[src/hw/rtl/asc_pkg.sv]
`default_nettype none
package asc_pkg;

  localparam int unsigned BYTE_W     = 8;
  localparam int unsigned IDX_W      = 7;
  localparam int unsigned KEY_W      = 16;
  localparam int unsigned LEN_REG_W  = 8;
  localparam int unsigned ADDR_W     = 4;
  localparam int unsigned DATA_W     = 32;
  localparam int unsigned DEFAULT_LEN = 62;

  localparam logic [DEFAULT_LEN*BYTE_W-1:0] DEFAULT_ALPHA =
      "AaBbCcDdEeFfGgHhIiJjKkLlMmNnOoPpQqRrSsTtUuVvWwXxYyZz0123456789";

  // input kinds carried on tuser
  localparam logic ACT_LOAD   = 1'b0;
  localparam logic ACT_CIPHER = 1'b1;

  // register indexes (paddr[3:2])
  localparam logic [1:0] REG_KEY  = 2'd0;
  localparam logic [1:0] REG_MODE = 2'd1;
  localparam logic [1:0] REG_LEN  = 2'd2;

  // reset content of table entry j: first character sits in the top byte of the string
  function automatic logic [BYTE_W-1:0] default_char(input int j);
    logic [BYTE_W-1:0] c;
    c = '0;
    if (j < DEFAULT_LEN) begin
      c = DEFAULT_ALPHA[(DEFAULT_LEN - 1 - j) * BYTE_W +: BYTE_W];
    end
    return c;
  endfunction

endpackage
`default_nettype wire

[src/hw/rtl/alphabet_shift_cipher_unit.sv]
// channel   dir  tdata (low bit first)            tuser
// s_axis    in   entry_index[6:0] byte_value[14:7] action (0 load, 1 cipher)
// m_axis    out  out_byte[7:0]                     found
// apb       cfg  0x0 shift_key, 0x4 decode_mode, 0x8 alphabet_length
//
// A load beat writes its byte into the indexed cell. A cipher beat walks the cell ring
// once to find the byte and, if found, once more to pick the shifted entry; the next
// beat is taken only after that result has moved to the output register. After a
// write to shift_key or alphabet_length, s_axis_tready stays low while the key is
// reduced one bit per cycle. Reset restores the default alphabet; a held result
// stalls the next result, and no new beat is taken while that one waits.
`default_nettype none
module alphabet_shift_cipher_unit #(
  parameter int unsigned ALPHA_MAX = 128
) (
  input  wire logic                          clk_i,
  input  wire logic                          rst_ni,
  input  wire logic                          s_axis_tvalid,
  output      logic                          s_axis_tready,
  input  wire logic [15:0]                   s_axis_tdata,  // entry_index, byte_value
  input  wire logic                          s_axis_tuser,  // action
  output      logic                          m_axis_tvalid,
  input  wire logic                          m_axis_tready,
  output      logic [7:0]                    m_axis_tdata,  // out_byte
  output      logic                          m_axis_tuser,  // found
  input  wire logic                          psel,
  input  wire logic                          penable,
  input  wire logic                          pwrite,
  input  wire logic [asc_pkg::ADDR_W-1:0]    paddr,
  input  wire logic [asc_pkg::DATA_W-1:0]    pwdata,
  output      logic [asc_pkg::DATA_W-1:0]    prdata,
  output      logic                          pready
);

  localparam int unsigned IW = $clog2(ALPHA_MAX);
  localparam int unsigned LW = $clog2(ALPHA_MAX + 1);

  typedef enum logic [1:0] {
    ST_IDLE,
    ST_SEARCH,
    ST_FETCH,
    ST_EMIT
  } state_e;

  state_e                        state_q;
  logic [IW-1:0]                 cnt_q;
  logic [asc_pkg::BYTE_W-1:0]    byte_q;
  logic [asc_pkg::BYTE_W-1:0]    res_q;
  logic                          found_q;
  logic [IW-1:0]                 idx_q;
  logic                          m_valid_q;
  logic [asc_pkg::BYTE_W-1:0]    m_data_q;
  logic                          m_user_q;

  logic [asc_pkg::KEY_W-1:0]     key_q;
  logic                          mode_q;
  logic [asc_pkg::LEN_REG_W-1:0] len_q;

  logic                          cfg_we;
  logic [1:0]                    reg_idx;
  logic [LW-1:0]                 len_eff;
  logic [asc_pkg::KEY_W-1:0]     key_next;
  logic [asc_pkg::LEN_REG_W-1:0] len_next;
  logic [LW-1:0]                 len_eff_next;
  logic                          div_busy;
  logic [LW-1:0]                 key_mod;
  logic                          in_fire;
  logic                          load_we;
  logic [asc_pkg::BYTE_W-1:0]    head;
  logic                          hit;
  logic                          last_step;
  logic [LW:0]                   pos;
  logic [LW:0]                   idx_w;
  logic [LW:0]                   sum_w;

  // configuration port
  assign pready  = 1'b1;
  assign reg_idx = paddr[3:2];
  assign cfg_we  = psel && penable && pwrite;

  always_ff @(posedge clk_i or negedge rst_ni) begin
    if (!rst_ni) begin
      key_q  <= '0;
      mode_q <= 1'b0;
      len_q  <= asc_pkg::LEN_REG_W'(asc_pkg::DEFAULT_LEN);
    end else if (cfg_we) begin
      case (reg_idx)
        asc_pkg::REG_KEY:  key_q  <= pwdata[asc_pkg::KEY_W-1:0];
        asc_pkg::REG_MODE: mode_q <= pwdata[0];
        asc_pkg::REG_LEN:  len_q  <= pwdata[asc_pkg::LEN_REG_W-1:0];
        default: ;
      endcase
    end
  end

  always_comb begin
    case (reg_idx)
      asc_pkg::REG_KEY:  prdata = asc_pkg::DATA_W'(key_q);
      asc_pkg::REG_MODE: prdata = asc_pkg::DATA_W'(mode_q);
      asc_pkg::REG_LEN:  prdata = asc_pkg::DATA_W'(len_q);
      default:           prdata = '0;
    endcase
  end

  assign len_eff = (int'(len_q) > ALPHA_MAX) ? LW'(ALPHA_MAX) : LW'(len_q);

  // the divider starts on the write edge, so hand it the values being written
  always_comb begin
    key_next = key_q;
    len_next = len_q;
    if (reg_idx == asc_pkg::REG_KEY) begin
      key_next = pwdata[asc_pkg::KEY_W-1:0];
    end
    if (reg_idx == asc_pkg::REG_LEN) begin
      len_next = pwdata[asc_pkg::LEN_REG_W-1:0];
    end
  end

  assign len_eff_next = (int'(len_next) > ALPHA_MAX) ? LW'(ALPHA_MAX) : LW'(len_next);

  asc_keymod #(
    .LW (LW)
  ) u_keymod (
    .clk_i     (clk_i),
    .rst_ni    (rst_ni),
    .start_i   (cfg_we && (reg_idx == asc_pkg::REG_KEY || reg_idx == asc_pkg::REG_LEN)),
    .key_i     (key_next),
    .len_i     (len_eff_next),
    .busy_o    (div_busy),
    .key_mod_o (key_mod)
  );

  // cell ring
  assign s_axis_tready = (state_q == ST_IDLE) && !div_busy;
  assign in_fire       = s_axis_tvalid && s_axis_tready;
  assign load_we       = in_fire && (s_axis_tuser == asc_pkg::ACT_LOAD);

  asc_ring #(
    .N (ALPHA_MAX)
  ) u_ring (
    .clk_i       (clk_i),
    .rst_ni      (rst_ni),
    .shift_en_i  (state_q == ST_SEARCH || state_q == ST_FETCH),
    .load_we_i   (load_we),
    .load_idx_i  (s_axis_tdata[asc_pkg::IDX_W-1:0]),
    .load_data_i (s_axis_tdata[asc_pkg::IDX_W +: asc_pkg::BYTE_W]),
    .head_o      (head)
  );

  assign hit       = !found_q && (LW'(cnt_q) < len_eff) && (head == byte_q);
  assign last_step = (cnt_q == IW'(ALPHA_MAX - 1));

  // target position of the shifted entry
  always_comb begin
    idx_w = (LW+1)'(idx_q);
    sum_w = idx_w + (LW+1)'(key_mod);
    if (mode_q) begin
      if (idx_w >= (LW+1)'(key_mod)) begin
        pos = idx_w - (LW+1)'(key_mod);
      end else begin
        pos = idx_w + (LW+1)'(len_eff) - (LW+1)'(key_mod);
      end
    end else begin
      if (sum_w >= (LW+1)'(len_eff)) begin
        pos = sum_w - (LW+1)'(len_eff);
      end else begin
        pos = sum_w;
      end
    end
  end

  always_ff @(posedge clk_i or negedge rst_ni) begin
    if (!rst_ni) begin
      state_q   <= ST_IDLE;
      cnt_q     <= '0;
      byte_q    <= '0;
      res_q     <= '0;
      found_q   <= 1'b0;
      idx_q     <= '0;
      m_valid_q <= 1'b0;
      m_data_q  <= '0;
      m_user_q  <= 1'b0;
    end else begin
      if (state_q == ST_EMIT && (!m_valid_q || m_axis_tready)) begin
        m_valid_q <= 1'b1;
      end else if (m_axis_tready) begin
        m_valid_q <= 1'b0;
      end
      case (state_q)
        ST_IDLE: begin
          if (in_fire && s_axis_tuser == asc_pkg::ACT_CIPHER) begin
            byte_q  <= s_axis_tdata[asc_pkg::IDX_W +: asc_pkg::BYTE_W];
            found_q <= 1'b0;
            cnt_q   <= '0;
            state_q <= ST_SEARCH;
          end
        end
        ST_SEARCH: begin
          if (hit) begin
            found_q <= 1'b1;
            idx_q   <= cnt_q;
          end
          if (last_step) begin
            cnt_q   <= '0;
            res_q   <= byte_q;
            state_q <= (found_q || hit) ? ST_FETCH : ST_EMIT;
          end else begin
            cnt_q <= cnt_q + 1'b1;
          end
        end
        ST_FETCH: begin
          if ((LW+1)'(cnt_q) == pos) begin
            res_q <= head;
          end
          if (last_step) begin
            cnt_q   <= '0;
            state_q <= ST_EMIT;
          end else begin
            cnt_q <= cnt_q + 1'b1;
          end
        end
        ST_EMIT: begin
          // hold until the output slot frees up
          if (!m_valid_q || m_axis_tready) begin
            m_data_q  <= res_q;
            m_user_q  <= found_q;
            state_q   <= ST_IDLE;
          end
        end
        default: state_q <= ST_IDLE;
      endcase
    end
  end

  assign m_axis_tvalid = m_valid_q;
  assign m_axis_tdata  = m_data_q;
  assign m_axis_tuser  = m_user_q;

endmodule
`default_nettype wire

[src/hw/rtl/asc_cell.sv]
`default_nettype none
module asc_cell #(
  parameter logic [7:0] INIT = 8'h00
) (
  input  wire logic       clk_i,
  input  wire logic       rst_ni,
  input  wire logic       shift_en_i,
  input  wire logic [7:0] shift_in_i,
  input  wire logic       load_en_i,
  input  wire logic [7:0] load_data_i,
  output      logic [7:0] entry_o
);

  logic [7:0] entry_q;

  always_ff @(posedge clk_i or negedge rst_ni) begin
    if (!rst_ni) begin
      entry_q <= INIT;
    end else if (load_en_i) begin
      entry_q <= load_data_i;
    end else if (shift_en_i) begin
      entry_q <= shift_in_i;
    end
  end

  assign entry_o = entry_q;

endmodule
`default_nettype wire

[src/hw/rtl/asc_ring.sv]
`default_nettype none
module asc_ring #(
  parameter int unsigned N = 128
) (
  input  wire logic                        clk_i,
  input  wire logic                        rst_ni,
  input  wire logic                        shift_en_i,
  input  wire logic                        load_we_i,
  input  wire logic [asc_pkg::IDX_W-1:0]   load_idx_i,
  input  wire logic [asc_pkg::BYTE_W-1:0]  load_data_i,
  output      logic [asc_pkg::BYTE_W-1:0]  head_o
);

  logic [asc_pkg::BYTE_W-1:0] entry [N];

  // each cell takes its upper neighbor, so after c steps the head shows entry c
  for (genvar j = 0; j < N; j++) begin : g_cell
    asc_cell #(
      .INIT (asc_pkg::default_char(j))
    ) u_cell (
      .clk_i       (clk_i),
      .rst_ni      (rst_ni),
      .shift_en_i  (shift_en_i),
      .shift_in_i  (entry[(j + 1) % N]),
      .load_en_i   (load_we_i && (int'(load_idx_i) == j)),
      .load_data_i (load_data_i),
      .entry_o     (entry[j])
    );
  end

  assign head_o = entry[0];

endmodule
`default_nettype wire

[src/hw/rtl/asc_keymod.sv]
`default_nettype none
module asc_keymod #(
  parameter int unsigned LW = 8
) (
  input  wire logic                       clk_i,
  input  wire logic                       rst_ni,
  input  wire logic                       start_i,
  input  wire logic [asc_pkg::KEY_W-1:0]  key_i,
  input  wire logic [LW-1:0]              len_i,
  output      logic                       busy_o,
  output      logic [LW-1:0]              key_mod_o
);

  localparam int unsigned CW = $clog2(asc_pkg::KEY_W);

  logic                      busy_q;
  logic [CW-1:0]             cnt_q;
  logic [asc_pkg::KEY_W-1:0] key_q;
  logic [LW-1:0]             rem_q;
  logic [LW:0]               trial;
  logic [LW-1:0]             rem_d;

  // restoring remainder, one key bit per cycle from the top
  always_comb begin
    trial = {rem_q, key_q[asc_pkg::KEY_W-1]};
    if (trial >= {1'b0, len_i}) begin
      rem_d = LW'(trial - {1'b0, len_i});
    end else begin
      rem_d = LW'(trial);
    end
  end

  always_ff @(posedge clk_i or negedge rst_ni) begin
    if (!rst_ni) begin
      busy_q <= 1'b0;
      cnt_q  <= '0;
      key_q  <= '0;
      rem_q  <= '0;
    end else if (start_i) begin
      busy_q <= 1'b1;
      cnt_q  <= '0;
      key_q  <= key_i;
      rem_q  <= '0;
    end else if (busy_q) begin
      rem_q <= rem_d;
      key_q <= {key_q[asc_pkg::KEY_W-2:0], 1'b0};
      cnt_q <= cnt_q + 1'b1;
      if (cnt_q == CW'(asc_pkg::KEY_W - 1)) begin
        busy_q <= 1'b0;
      end
    end
  end

  assign busy_o    = busy_q;
  assign key_mod_o = rem_q;

endmodule
`default_nettype wire

[config.mk]
export PLATFORM = sky130hd
export DESIGN_NAME = alphabet_shift_cipher_unit
export DESIGN_NICKNAME = d
export VERILOG_FILES = /design/src/hw/rtl/asc_pkg.sv /design/src/hw/rtl/alphabet_shift_cipher_unit.sv /design/src/hw/rtl/asc_cell.sv /design/src/hw/rtl/asc_ring.sv /design/src/hw/rtl/asc_keymod.sv
export SDC_FILE = /design/constraint.sdc
export NUM_CORES = 2
export LEC_CHECK = 0
export BUFFER_PORTS_ARGS = -buffer_cell sky130_fd_sc_hd__buf_4
export CAP_MARGIN = 20
export CORE_AREA = 2 2 244 342
export DETAILED_ROUTE_END_ITERATION = 8
export DIE_AREA = 0 0 246 344
export GPL_ROUTABILITY_DRIVEN = 0
export PLACE_DENSITY = 0.85
export SLEW_MARGIN = 20
export SYNTH_ARGS = -nofsm -noshare
export SYNTH_HDL_FRONTEND = slang
export SYNTH_SLANG_ARGS = --single-unit
export TNS_END_PERCENT = 1
[constraint.sdc]
create_clock -name clk_i -period 6.85 [get_ports clk_i]
set_input_delay 1.37 -clock clk_i [delete_from_list [all_inputs] [get_ports clk_i]]
set_output_delay 1.37 -clock clk_i [all_outputs]
set_load 0.03 [all_outputs]
==> summary.md <==
| Metric | Value |
|---|---|
| 1st-pass router iterations | 7 |
| H-Tree Depth | 3 |
| DIE AREA | 84600 sq um |
| DRC viols | 0 |
| Clk_lat worst skew | 0.70 ns |
| Num rows | 124 |
| Setup Crit Path Kind | reg2reg |
| Startpoint Class | flip-flop |
| Die Span X | 246 microns |
| Die height | 344 microns |
| Io pins | 104 |
| Cells resized by post-CTS repair | 0 |
| Placed Area | 55800 sq um |
| Number of max-cap violations | 0 |
| Cells after synthesis | 5515 |
| Crit path DAT | 6.05 ns |
| # port buffers | 67 |
| Family with the most delay on the worst path | compound AO/OA/AOI/OAI gates |
| Status | finished clean |
| Setup repair after global routing missed its margin | no |
| Fmax | 0.182 GHz |
| Slew Viols, Final | 0 |
| DP HPWL | 74600 microns |
| Worst Path Buf+Inv | 1 |
| Final setup vio count | 0 |
| Synth Register Bits | 1121 |
| Synth cell types | 78 |
| Tightest Pin Transition | 1.17 ns |
| Minimum clock period | 5.50 ns |
| Area contributors post-synth | dfrtp_1 (40%), mux2i_1 (19%), dfstp_2 (11%) |
| Endpoint class of the critical path | flip-flop |
| Largest stage delay on the critical path | 0.51 ns |
| EDFF count, synth | 0 |
| CTS clock-pin slew for the worst setup and hold paths | 0.07 ns |
| Synth Cell Area | 55100 sq um |
| Share of cells above drive strength 1 | 10.9% |
| Most used DFF post-synth | dfrtp_1 |
| Setup TNS | 0 ns |
| Routed Antenna Nets | 0 |
| Avg Inst Size Synth | 10.0 sq um |
| Post-synth top area cell | dfrtp_1 |
| Core Box Area | 81500 sq um |
| Initial antenna violation count | 3 |
| GRT Util Overall | 29.6% |
| Vias per cell | 6.12 |
| CTS max path bufs | 3 |
| Hold Buf Count CTS | 0 |
| Slew HR | 22.0% |
| Pleak | 0.0238 uW |
| CTS tree | done |
| Number of DRC markers in iteration 0 | 3266 |
| Area grow syn2layout | 7.97% |
| Critical Path RT | 7.41 ns |
| Finished Cell Area | 59500 sq um |
| Final hold vios | 0 |
| Most common cell on crit path | nor2_1 |
| Crit-path cells | ha_1 > inv_1 > fa_1 > or2_1 > a211oi_4 > nor2_1 > nor2_1 > nor2_1 > xnor2_1 > ha_1 > and2_1 > a31oi_1 > nor2b_1 > a211o_1 > a31oi_1 > a211o_1 > a2111oi_4 > o2111ai_4 > nand3_1 > o211ai_2 |
| Total Power | 27500 uW |
| Top-count cell post-synth | mux2i_1 |
| Largest net degree at the start of global routing | 185 |
| Vias in the first global route | 39700 |
| Slowest-stage cell, CP | dfrtp_1 |
| WL per Instance | 19.1 microns |
| Total grt overflow | 0 |
| Vias | 39600 |
| Setup repair bufs after CTS | 0 |
| Seq/Total Area, Yosys | 51.4% |
| Post-synth top area share | 40.1% |
| First-pass GRT wire length | 205000 microns |
| CP max FO | 16 |
| Num CTS Buffers | 104 |
| # nets final | 5440 |
| Ys Warns | 0 |
| Starting Density | 67.7% |
| Worst Hold Class | reg2reg |
| Routed WL | 124000 microns |
| Asr flop ratio synth | 100% |
| PwrDens | 463 nW/um^2 |
| Top cells by count, synth | mux2i_1 (1060), dfrtp_1 (883), nand2_1 (729) |
| Worst vdd ir | 0.000674 V |
| CTS root buf | clkbuf_16 |
| Layout Skew | 0.0312 ns |
| CTS sink count | 1121 |
| Final worst path period share | 80.3% |
==> final cells by class <==
| cell class | count | area, sq um |
|---|---|---|
| inverters | 63 | 236 |
| clock inverters | 36 | 552 |
| fillers | 5513 | 21900 |
| multi-input cells | 3925 | 25000 |
| diodes | 1 | 2.50 |
| repair buffers | 101 | 987 |
| well taps | 1071 | 1340 |
| clock buffers | 159 | 3070 |
| flip-flops and latches | 1121 | 28300 |
==> path summary, 6_finish.rpt <==
check                                      startpoint                             endpoint  slack, ns  cells after the start
worst max-delay path            u_keymod.key_mod_o[0]                             res_q[5]       1.35                     20
worst min-delay path                     m_axis_tuser                         m_axis_tuser       0.49                      2
worst max register to register  u_keymod.key_mod_o[0]                             res_q[5]       1.35                     20
worst min register to register           m_axis_tuser                         m_axis_tuser       0.49                      2
max in group asynchronous                      rst_ni  u_ring.g_cell[88].u_cell.entry_o[2]       4.51                      2
min in group asynchronous                      rst_ni                    u_keymod.key_q[5]       0.75                      1
==> cells in the final DEF (no fill, tap or decap), drive strengths merged, types with 9 or more instances in the layout <==
master / Yosys / final
clkbuf: 385 / 161
a22o: 9 / 9
nor2b: 27 / 27
o211ai: 15 / 15
dfstp: 238 / 238
conb: 2 / 17
mux2: 47 / 47
o21ai: 635 / 635
nor2: 576 / 576
buf: 36 / 99
or3: 9 / 9
nand4: 9 / 9
ha: 53 / 53
xnor2: 18 / 18
clkinv: 2 / 22
and2: 15 / 15
nand2b: 14 / 14
xor2: 11 / 11
nand2: 729 / 729
mux2i: 1060 / 1060
inv: 61 / 64
nor3: 14 / 14
nand3: 29 / 29
bufinv: 0 / 12
and3: 10 / 10
fa: 11 / 11
a211oi: 21 / 21
a21oi: 497 / 497
dfrtp: 883 / 883
==> metrics by stage <==
| stage | hold slack, ns | instances | worst slack (ns) | utilization (%) |
|---|---|---|---|---|
| 2_1_floorplan | 0.481 | 5530 | 2.12 | - |
| 3_3_place_gp | 0.472 | 6278 | 1.29 | 68.6 |
| 3_5_place_dp | 0.477 | 6278 | 1.29 | 68.6 |
| 4_1_cts | 0.493 | 6473 | 1.48 | 73.0 |
| 5_1_grt | 0.532 | 6476 | 1.03 | 73.1 |
| 6_report | 0.491 | 6477 | 1.35 | 73.1 |
==> per-layer routing <==
metal / wire length (microns) / vias to the layer above / GRT usage (%)
met5: 21 / - / 0
met4: 4740 / 4 / 12.3
met3: 6520 / 324 / 4.53
met2: 62800 / 1058 / 51.0
met1: 49600 / 19600 / 37.3
li1: - / 18600 / -
==> where the power goes <==
part / switching, uW / internal [uW] / total [uW] / leakage [uW]
registers: 1580 / 9310 / 10900 / 0.0106
logic: 5620 / 4930 / 10500 / 0.0114
clock network: 2550 / 3550 / 6100 / 0.00178
total: 9750 / 17800 / 27500 / 0.0238
==> registers in the layout, indices dropped and copies added (netlist names) <==
name,flops
byte_q,8
cnt_q,7
found_q,1
idx_q,7
key_q,16
len_q,8
m_axis_tdata,8
m_axis_tuser,1
m_axis_tvalid,1
mode_q,1
res_q,8
state_q,2
u_keymod.busy_o,1
u_keymod.cnt_q,4
u_keymod.key_mod_o,8
u_keymod.key_q,16
u_ring.g_cell.u_cell.entry_o,1024
==> cell families after synthesis <==
kind of cell	synth area share (%)
AO/OA/AOI/OAI	12.2
buffers and inverters	3.44
AND/OR/NAND/NOR	10.6
adder cells (fa/ha/maj)	1.60
XOR/XNOR	0.461
flip-flops	51.4
other	0.0136
multiplexers	20.2
==> worst register-to-register path, delay by kind of cell, from the launching register on <==
family,cells,cell delay (ns)
DFF,1,0.51
and+or+nand+nor,7,1.41
buffers and inverters,1,0.05
AOI/OAI and AO/OA,8,2.27
xor gates and xnor gates,1,0.14
adders and majority gates,3,0.96
Power figures use the tool's default switching activity.
